### src/rtl/ihc_pkg.sv
// Shared types and constants for the IPv4 receive header check.
package ihc_pkg;

   typedef enum logic [2:0] {
      VERDICT_ACCEPT        = 3'd0,
      VERDICT_VERSION       = 3'd1,
      VERDICT_HEADER_LENGTH = 3'd2,
      VERDICT_TTL           = 3'd3,
      VERDICT_CHECKSUM      = 3'd4,
      VERDICT_DESTINATION   = 3'd5
   } verdict_type;

   typedef struct packed {
      logic [7:0] data_byte;
      logic       start_of_packet;
   } item_type;

   typedef struct packed {
      logic        valid;
      verdict_type verdict;
   } result_type;

   localparam logic [3:0]  IP_VERSION    = 4'h4;
   localparam logic [3:0]  MIN_IHL       = 4'h5;
   localparam logic [4:0]  CSUM_WORD     = 5'd5;
   localparam logic [5:0]  TTL_POS       = 6'd8;
   localparam logic [5:0]  CSUM_HI_POS   = 6'd10;
   localparam logic [5:0]  CSUM_LO_POS   = 6'd11;
   localparam logic [5:0]  DEST_FIRST    = 6'd16;
   localparam logic [5:0]  DEST_LAST     = 6'd19;
   localparam logic [31:0] BROADCAST     = 32'hffff_ffff;
   localparam logic        REG_LOCAL_ADDRESS = 1'b0;

endpackage

### src/rtl/ihc_csr.sv
// Configuration register file: local address behind an APB-style port.
module ihc_csr (
   input  logic        clock,
   input  logic        reset,
   input  logic        csr_psel,
   input  logic        csr_penable,
   input  logic        csr_pwrite,
   input  logic [2:0]  csr_paddr,
   input  logic [31:0] csr_pwdata,
   output logic [31:0] csr_prdata,
   output logic        csr_pready,
   output logic [31:0] local_address
);

   logic [31:0] local_address_ff;
   logic [31:0] local_address_in;
   logic        write_hit;

   assign csr_pready = 1'b1;
   assign write_hit  = csr_psel && csr_penable && csr_pwrite && csr_pready
                       && (csr_paddr[2] == ihc_pkg::REG_LOCAL_ADDRESS);

   always_comb begin
      local_address_in = write_hit ? csr_pwdata : local_address_ff;
      csr_prdata = (csr_paddr[2] == ihc_pkg::REG_LOCAL_ADDRESS) ? local_address_ff : 32'd0;
   end

   always_ff @(posedge clock) begin
      if (reset) begin
         local_address_ff <= 32'd0;
      end else begin
         local_address_ff <= local_address_in;
      end
   end

   assign local_address = local_address_ff;

endmodule

### src/rtl/ihc_in_stage.sv
// Input register for header byte beats.
module ihc_in_stage (
   input  logic               clock,
   input  logic               reset,
   input  logic               req_tvalid,
   output logic               req_tready,
   input  logic [7:0]         req_tdata,
   input  logic               req_tuser,
   input  logic               advance,
   output logic               item_valid,
   output ihc_pkg::item_type  item
);

   logic              valid_ff;
   logic              valid_in;
   ihc_pkg::item_type item_ff;
   ihc_pkg::item_type item_in;
   logic              accept;

   assign req_tready = !valid_ff || advance;
   assign accept     = req_tvalid && req_tready;

   always_comb begin
      item_in = item_ff;
      if (accept) begin
         item_in.data_byte       = req_tdata;
         item_in.start_of_packet = req_tuser;
      end
      priority if (accept) begin
         valid_in = 1'b1;
      end else if (advance) begin
         valid_in = 1'b0;
      end else begin
         valid_in = valid_ff;
      end
   end

   always_ff @(posedge clock) begin
      if (reset) begin
         valid_ff <= 1'b0;
      end else begin
         valid_ff <= valid_in;
      end
   end

   always_ff @(posedge clock) begin
      item_ff <= item_in;
   end

   assign item_valid = valid_ff;
   assign item       = item_ff;

endmodule

### src/rtl/ihc_core.sv
// Header parse state, running word sum and verdict logic.
module ihc_core (
   input  logic                clock,
   input  logic                reset,
   input  logic                fire,
   input  ihc_pkg::item_type   item,
   input  logic [31:0]         local_address,
   output ihc_pkg::result_type result
);

   logic [5:0]  pos_ff,        pos_in;
   logic [3:0]  hw_ff,         hw_in;
   logic [20:0] sum_ff,        sum_in;
   logic [7:0]  upper_ff,      upper_in;
   logic [15:0] csum_ff,       csum_in;
   logic        ttl_zero_ff,   ttl_zero_in;
   logic [31:0] dest_ff,       dest_in;
   logic        collecting_ff, collecting_in;

   logic [6:0]  pos_plus;
   logic [16:0] fold1;
   logic [15:0] fold2;
   logic [15:0] computed;
   logic [7:0]  b;

   always_comb begin
      pos_in        = pos_ff;
      hw_in         = hw_ff;
      sum_in        = sum_ff;
      upper_in      = upper_ff;
      csum_in       = csum_ff;
      ttl_zero_in   = ttl_zero_ff;
      dest_in       = dest_ff;
      collecting_in = collecting_ff;
      result.valid  = 1'b0;
      result.verdict = ihc_pkg::VERDICT_ACCEPT;
      b        = item.data_byte;
      pos_plus = {1'b0, pos_ff} + 7'd1;
      fold1    = 17'd0;
      fold2    = 16'd0;
      computed = 16'd0;
      if (fire) begin
         if (item.start_of_packet) begin
            collecting_in = 1'b0;
            sum_in        = 21'd0;
            csum_in       = 16'd0;
            ttl_zero_in   = 1'b0;
            dest_in       = 32'd0;
            priority if (b[7:4] != ihc_pkg::IP_VERSION) begin
               result.valid   = 1'b1;
               result.verdict = ihc_pkg::VERDICT_VERSION;
            end else if (b[3:0] < ihc_pkg::MIN_IHL) begin
               result.valid   = 1'b1;
               result.verdict = ihc_pkg::VERDICT_HEADER_LENGTH;
            end else begin
               hw_in         = b[3:0];
               upper_in      = b;
               pos_in        = 6'd1;
               collecting_in = 1'b1;
            end
         end else if (collecting_ff) begin
            if (!pos_ff[0]) begin
               upper_in = b;
            end else if (pos_ff[5:1] != ihc_pkg::CSUM_WORD) begin
               sum_in = sum_ff + {5'd0, upper_ff, b};
            end
            if (pos_ff == ihc_pkg::TTL_POS) begin
               ttl_zero_in = (b == 8'd0);
            end
            if (pos_ff == ihc_pkg::CSUM_HI_POS || pos_ff == ihc_pkg::CSUM_LO_POS) begin
               csum_in = {csum_ff[7:0], b};
            end
            if (pos_ff >= ihc_pkg::DEST_FIRST && pos_ff <= ihc_pkg::DEST_LAST) begin
               dest_in = {dest_ff[23:0], b};
            end
            pos_in = pos_plus[5:0];
            if (pos_plus >= {1'b0, hw_ff, 2'b00}) begin
               collecting_in = 1'b0;
               fold1 = {1'b0, sum_in[15:0]} + {12'd0, sum_in[20:16]};
               fold2 = fold1[15:0] + {15'd0, fold1[16]};
               computed = ~fold2;
               result.valid = 1'b1;
               priority if (ttl_zero_in) begin
                  result.verdict = ihc_pkg::VERDICT_TTL;
               end else if (computed != csum_in) begin
                  result.verdict = ihc_pkg::VERDICT_CHECKSUM;
               end else if (dest_in != local_address && dest_in != ihc_pkg::BROADCAST) begin
                  result.verdict = ihc_pkg::VERDICT_DESTINATION;
               end else begin
                  result.verdict = ihc_pkg::VERDICT_ACCEPT;
               end
            end
         end
      end
   end

   always_ff @(posedge clock) begin
      if (reset) begin
         pos_ff        <= 6'd0;
         hw_ff         <= 4'd0;
         sum_ff        <= 21'd0;
         upper_ff      <= 8'd0;
         csum_ff       <= 16'd0;
         ttl_zero_ff   <= 1'b0;
         dest_ff       <= 32'd0;
         collecting_ff <= 1'b0;
      end else begin
         pos_ff        <= pos_in;
         hw_ff         <= hw_in;
         sum_ff        <= sum_in;
         upper_ff      <= upper_in;
         csum_ff       <= csum_in;
         ttl_zero_ff   <= ttl_zero_in;
         dest_ff       <= dest_in;
         collecting_ff <= collecting_in;
      end
   end

endmodule

### src/rtl/ihc_out_stage.sv
// Result register driving the verdict stream.
module ihc_out_stage (
   input  logic                clock,
   input  logic                reset,
   input  logic                fire,
   input  ihc_pkg::result_type result,
   output logic                can_accept,
   output logic                rsp_tvalid,
   input  logic                rsp_tready,
   output logic [7:0]          rsp_tdata
);

   logic                 valid_ff, valid_in;
   ihc_pkg::verdict_type verdict_ff, verdict_in;

   assign can_accept = !valid_ff || rsp_tready;

   always_comb begin
      valid_in   = valid_ff;
      verdict_in = verdict_ff;
      if (can_accept) begin
         valid_in = fire && result.valid;
      end
      if (fire && result.valid) begin
         verdict_in = result.verdict;
      end
   end

   always_ff @(posedge clock) begin
      if (reset) begin
         valid_ff <= 1'b0;
      end else begin
         valid_ff <= valid_in;
      end
   end

   always_ff @(posedge clock) begin
      verdict_ff <= verdict_in;
   end

   assign rsp_tvalid = valid_ff;
   assign rsp_tdata  = {5'd0, verdict_ff};

endmodule

### src/rtl/ipv4_header_check_unit.sv
// IPv4 receive header check: top level.
//
// Header bytes enter on the req_ stream, one byte per beat, most significant
// first; req_tuser marks the first byte of each packet. The first byte is
// checked for version 4 and IHL of at least 5, and a failure is reported at
// once. Otherwise 4*IHL bytes are gathered and one verdict is reported on the
// last header byte. Bytes after the verdict and before the next start mark
// give no beat; a new start mark mid-header drops the old header silently.
// The rsp_ stream carries the verdict code in rsp_tdata[2:0].
// A byte is held in the input register, and its verdict in the result register.
// Throughput: one byte per cycle unless rsp_tready stalls; the word add,
// end-around fold and compare lie between the input and result registers.
// The input register still takes one beat while a verdict waits on a stalled
// rsp_tready; every later byte then waits until the verdict is taken.
// Reset clears the parse state, the valid flags of both stream registers and local_address.
// local_address lies at csr_ byte address 0 and is to be written only when idle; the block does not enforce this.
module ipv4_header_check_unit (
   input  logic        clock,
   input  logic        reset,
   input  logic        req_tvalid,
   output logic        req_tready,
   input  logic [7:0]  req_tdata,   // [7:0] data_byte
   input  logic        req_tuser,   // [0] start_of_packet
   output logic        rsp_tvalid,
   input  logic        rsp_tready,
   output logic [7:0]  rsp_tdata,   // [2:0] verdict, [7:3] zero
   input  logic        csr_psel,
   input  logic        csr_penable,
   input  logic        csr_pwrite,
   input  logic [2:0]  csr_paddr,
   input  logic [31:0] csr_pwdata,
   output logic [31:0] csr_prdata,
   output logic        csr_pready
);

   logic [31:0]         local_address_w;
   logic                item_valid;
   ihc_pkg::item_type   item;
   ihc_pkg::result_type result;
   logic                can_accept;
   logic                fire;

   assign fire = item_valid && can_accept;

   ihc_csr u_csr (
      .clock         (clock),
      .reset         (reset),
      .csr_psel      (csr_psel),
      .csr_penable   (csr_penable),
      .csr_pwrite    (csr_pwrite),
      .csr_paddr     (csr_paddr),
      .csr_pwdata    (csr_pwdata),
      .csr_prdata    (csr_prdata),
      .csr_pready    (csr_pready),
      .local_address (local_address_w)
   );

   ihc_in_stage u_in (
      .clock      (clock),
      .reset      (reset),
      .req_tvalid (req_tvalid),
      .req_tready (req_tready),
      .req_tdata  (req_tdata),
      .req_tuser  (req_tuser),
      .advance    (can_accept),
      .item_valid (item_valid),
      .item       (item)
   );

   ihc_core u_core (
      .clock         (clock),
      .reset         (reset),
      .fire          (fire),
      .item          (item),
      .local_address (local_address_w),
      .result        (result)
   );

   ihc_out_stage u_out (
      .clock      (clock),
      .reset      (reset),
      .fire       (fire),
      .result     (result),
      .can_accept (can_accept),
      .rsp_tvalid (rsp_tvalid),
      .rsp_tready (rsp_tready),
      .rsp_tdata  (rsp_tdata)
   );

endmodule

### config.mk
export PLATFORM = sky130hd
export DESIGN_NAME = ipv4_header_check_unit
export DESIGN_NICKNAME = d
export VERILOG_FILES = /design/src/rtl/ihc_pkg.sv /design/src/rtl/ihc_csr.sv /design/src/rtl/ihc_in_stage.sv /design/src/rtl/ihc_core.sv /design/src/rtl/ihc_out_stage.sv /design/src/rtl/ipv4_header_check_unit.sv
export SDC_FILE = /design/constraint.sdc
export NUM_CORES = 1
export LEC_CHECK = 0
export ABC_AREA = 0
export BUFFER_PORTS_ARGS = -buffer_cell sky130_fd_sc_hd__buf_2
export CAP_MARGIN = 20
export CORE_MARGIN = 1
export CORE_UTILIZATION = 50
export CTS_BUF_LIST = sky130_fd_sc_hd__clkbuf_4 sky130_fd_sc_hd__clkbuf_8 sky130_fd_sc_hd__clkbuf_16
export DETAILED_ROUTE_END_ITERATION = 10
export PLACE_DENSITY = 0.73
export SLEW_MARGIN = 20
export SYNTH_ARGS = -nofsm -noshare
export SYNTH_HDL_FRONTEND = slang
export SYNTH_SLANG_ARGS = --single-unit
### constraint.sdc
create_clock -name clock -period 8.5 [get_ports clock]
set_clock_uncertainty 0.05 [all_clocks]
set_input_delay 0.425 -clock clock [delete_from_list [all_inputs] [get_ports clock]]
set_output_delay 0.425 -clock clock [all_outputs]
set_load 0.005 [all_outputs]
==> summary by stage <==
Outcome
The run finished with clean final reports.

Drt
The routed wire length per instance is 17.99 µm. The number of antenna-violating nets in the routed design is 0. For this run, design rule violations remaining after detail routing come to 0. In the routed layout, each cell is associated on average with a via count of ~5.9. The number of search-and-repair iterations in the first detailed-routing pass is 5. In this run, the number of DRC markers left after iteration 0 of detailed routing was ~680. The total detailed-routing wirelength is 24,120 µm.

The routed layout has ~8,000 vias.

STA
The worst max-slew margin expressed relative to the limit is between 30% and 40%. The fmax is approximately 130 MHz. Adding up every negative setup slack in the final design gives 0 ns. The hold violation count in the final report was 0.

The number of slew-limit violations in the final report was 0. The time the final worst path needs with I/O delays and setup is 7.858 ns. At the pin with the least slew margin, the transition time is approximately 1 ns. Setup repair after global routing left no endpoint under its margin. Setup violations remaining at the end of the flow were counted as 0. The worst path uses around 90% of the clock period.

Finish
The number of diodes added for antenna fixing is 0. The sequential cells in the finished layout cover a total of approximately 0.0028 mm². The final layout contains ~1,200 nets. The core utilization of the finished layout is between 50% and 60%. The filler cells instantiated in the layout total between 1,000 and 1,500. From synthesis to final layout, the design area changed by 13.55%. In the final layout, the multi-input gates occupy between 0.005 and 0.006 mm². Of the cells placed in the final design, the portion with a size suffix greater than 1 is 14.27%.

Synthesis
The fraction of the yosys area taken by sequential cells is roughly a third. The share of Yosys cell area claimed by the top area cell type is between 20% and 30%. Yosys attributes the largest share of cell area to sky130_fd_sc_hd__dfxtp_1 29%, sky130_fd_sc_hd__mux2i_1 7.5%, sky130_fd_sc_hd__a22oi_1 6.1%, sky130_fd_sc_hd__nor2_1 5.5%, sky130_fd_sc_hd__nand2_1 4.8%. After synthesis, the most frequently instantiated cells are 126 x sky130_fd_sc_hd__nor2_1, 123 x sky130_fd_sc_hd__dfxtp_1, 110 x sky130_fd_sc_hd__nand2_1, 70 x sky130_fd_sc_hd__a22oi_1, 67 x sky130_fd_sc_hd__a21oi_1. The most instantiated library cell after synthesis is sky130_fd_sc_hd__nor2_1. The flop and latch count out of synthesis is between 100 and 150. The most used flip-flop cell after synthesis is sky130_fd_sc_hd__dfxtp_1. The number of enable-type register cells in the synthesized netlist is 12. The number of unique standard cell types used by synthesis is 75. In the synthesized netlist the async set-or-reset flop fraction comes to 0%.

Synthesis produced 1,051 cells. The biggest area consumer among synthesized cells is sky130_fd_sc_hd__dfxtp_1. The synthesized netlist occupies a cell area of between 0.008 and 0.009 mm². For this run, the number of Yosys warnings is 0. The mean instance size in the synthesized netlist is around 8.2 µm².

CTS
Post-CTS repair changed the size of 0 cells. The number of clock buffers inserted by TritonCTS is 17. No sink is reached through more buffers than the 2 on the longest clock path.

The clock latency at the later pin of the worst-skew pair is 0.43 ns. The total of hold buffers inserted after clock tree synthesis is 0. The number of buffers inserted by post-CTS setup repair is 0. The number of clock sinks seen by CTS is 135. TritonCTS built the clock tree. Clock-pin slew was measured on the worst setup and hold paths at ~0.060 ns. The clock root buffer is sky130_fd_sc_hd__clkbuf_16. The clock tree synthesis step divided the H-tree into 4 levels.

Setup path
The type of element capturing the critical path is a flop. The capture instance of the worst register-to-register path is u_out.verdict_ff[2]. The worst register-to-register path has a setup slack of ~0.64 ns. The path type of the worst setup path is flop to flop.

The worst register-to-register path begins at u_in.item[1]. The master of the slowest instance on the critical path is sky130_fd_sc_hd__or4_1. Measured in cells, the most critical reg-to-reg path has a length of 32.

The worst-path maximum fanout is 6. The kind of start point of the critical path is a flop. The critical path data arrival time is between 7 and 8 ns.

In this design, the stage delay of the slowest critical-path cell is between 0.5 and 0.6 ns. The required arrival time at the worst endpoint is approximately 8.6 ns.

Floorplan
The initial standard-cell utilization of the core is between 50 and 60%. The die is 133.4 µm wide. Pin placement for this block handled 94 I/O pins. The core region is roughly 0.017 mm². The floorplan die height is 133.4 µm. The cell row count is 47. The total die area is roughly 0.018 mm².

Pwr
Sequential cells account for around 43% of the total power. The analysis attributes to cell leakage a power of 3.689 nW. The clock group share of total power is 50.7%. The power density over the cells is about 160 mW/mm². The reported net switching power is ~0.00038 W. The cell-internal power is between 0.001 and 0.0015 W. VDD sags by at most between 0.1 and 0.15 mV. The combinational group share of total power is just over 6%. The switching part of the total is 25.22%.

Hold path
The startpoint of the lowest-slack hold path is req_tdata[3]. The path class of the tightest hold or removal check is primary input to flop. The end point of the most critical hold path is u_in.item[4].

Along the worst hold path, the cell count comes to 1.

Placed design
Routability-driven placement finished with a final weighted congestion of roughly 0.97. In this run the tool buffered the top-level ports with 85 buffer cells. Detailed placement finished with a half-perimeter wire length of 17,260 µm.

Global routing
Entering global routing, the biggest net connects 81 pins. The overall overflow remaining after global route is 0. The initial antenna violation count came to 0. The first global-routing pass estimated between 30,000 and 40,000 µm of wire. The via count of the first global-routing pass is between 7,000 and 8,000. The global-route usage over all layers is roughly 28%.

Flow run
Across the run, the number of max-cap violations was 0.
-- critical path: cells and delay by family (launching register included) --
| family | cells | cell delay (ns) |
|---|---|---|
| DFF | 1 | 0.39 |
| adders and majority gates | 6 | 1.63 |
| buffers and inverters | 2 | 0.13 |
| xor gates and xnor gates | 1 | 0.25 |
| AOI/OAI and AO/OA | 14 | 3.35 |
| and+or+nand+nor | 9 | 1.77 |
-- power groups by stage --
stage	Sequential [W]	Combinational [W]	Clock [W]
floorplan	0.000669	0.0000582	0
global placement	0.000673	0.0000901	0
detailed placement	0.000673	0.0000907	0
CTS	0.000659	0.0000912	0.000780
global route	0.000660	0.000100	0.000810
finish	0.000659	0.0000923	0.000772
-- worst max path at each step --
stage,startpoint,endpoint,slack (ns),cells past startpoint
after floorplan,u_in.item[2],u_out.verdict_ff[2],1.81,32
after global placement,u_in.item[6],u_out.verdict_ff[2],0.99,30
after detailed placement,u_in.item[1],u_out.verdict_ff[2],0.79,32
after CTS,u_in.item[1],u_out.verdict_ff[2],0.70,32
after global routing,u_in.item[1],u_out.verdict_ff[2],0.19,32
final,u_in.item[1],u_out.verdict_ff[2],0.64,32
-- layout make-up --
type,count,share of cell area [%]
clock inverter,13,1.595
tap,220,2.807
clock buffer,19,4.619
sequential,135,28.79
inverter,24,0.9187
timing repair buffer,103,5.742
multi-input combinational,827,55.53
-- state kept, by name (all words and copies together), names as in the netlist --
signal                flops
u_core.hw_ff              4
u_core.collecting_ff      1
u_core.ttl_zero_ff        1
u_in.item_valid           1
u_core.dest_ff           32
u_core.pos_ff             6
u_out.rsp_tvalid          1
u_out.verdict_ff          3
u_in.item                 9
u_core.csum_ff           16
u_core.upper_ff           8
u_csr.local_address      32
u_core.sum_ff            21
-- placed cells by master, fill, tap and decap left out, types with 4 or more instances in the layout --
master / netlist / layout
sky130_fd_sc_hd__nor2_1: 126 / 126
sky130_fd_sc_hd__dfxtp_1: 123 / 123
sky130_fd_sc_hd__nand2_1: 110 / 110
sky130_fd_sc_hd__buf_2: 4 / 84
sky130_fd_sc_hd__a22oi_1: 70 / 70
sky130_fd_sc_hd__a21oi_1: 67 / 67
sky130_fd_sc_hd__mux2i_1: 65 / 65
sky130_fd_sc_hd__xor2_1: 43 / 43
sky130_fd_sc_hd__nor2b_1: 35 / 35
sky130_fd_sc_hd__xnor2_1: 34 / 34
sky130_fd_sc_hd__ha_1: 31 / 31
sky130_fd_sc_hd__o21ai_0: 25 / 25
sky130_fd_sc_hd__inv_1: 23 / 23
sky130_fd_sc_hd__nand4_1: 20 / 20
sky130_fd_sc_hd__nor3_1: 19 / 19
sky130_fd_sc_hd__nand3_1: 19 / 19
sky130_fd_sc_hd__buf_4: 7 / 18
sky130_fd_sc_hd__clkbuf_16: 0 / 17
sky130_fd_sc_hd__edfxtp_1: 12 / 12
sky130_fd_sc_hd__a211oi_1: 11 / 11
sky130_fd_sc_hd__and2_1: 9 / 9
sky130_fd_sc_hd__and3_1: 10 / 9
sky130_fd_sc_hd__a31oi_1: 9 / 9
sky130_fd_sc_hd__nor4_1: 9 / 9
sky130_fd_sc_hd__a21o_1: 7 / 7
sky130_fd_sc_hd__nand2b_1: 6 / 6
sky130_fd_sc_hd__o211ai_1: 6 / 6
sky130_fd_sc_hd__mux2_2: 6 / 6
sky130_fd_sc_hd__conb_1: 2 / 6
sky130_fd_sc_hd__o21a_1: 5 / 5
sky130_fd_sc_hd__inv_6: 0 / 5
sky130_fd_sc_hd__o21ai_1: 5 / 4
sky130_fd_sc_hd__o21bai_1: 4 / 4
sky130_fd_sc_hd__o211a_1: 4 / 4
sky130_fd_sc_hd__or3_1: 4 / 4
-- per-stage QoR --
step	total power (W)	worst slack (ns)	cell area (µm²)	hold slack, ns	std cells
floorplan	0.0007273	1.809	8651	0.4065	1055
global placement	0.0007634	0.9945	9186	0.4178	1308
detailed placement	0.0007639	0.7891	9186	0.4274	1308
CTS	0.001530	0.6996	9796	0.1157	1340
global route	0.001571	0.1872	9806	0.1106	1341
finish	0.001523	0.6421	9806	0.1277	1341
-- cells by family after synthesis --
family | synth area share (%)
AOI/OAI and AO/OA | 19.55
xor gates and xnor gates | 8.259
adders and majority gates | 4.955
buffers and inverters | 4.578
DFF | 32.69
muxes | 8.621
other | 0.08696
and+or+nand+nor | 21.27
-- layer usage --
| metal | part of all wire (%) | vias to the layer above | track usage, % |
|---|---|---|---|
| met1 | 44 | 3746 | 34.97 |
| li1 | - | 3869 | - |
| met3 | 6.2 | 59 | 6.202 |
| met5 | 0 | - | 0 |
| met4 | 3.8 | 0 | 12.75 |
| met2 | 46 | 295 | 45.34 |
Power figures use the tool's default switching activity.
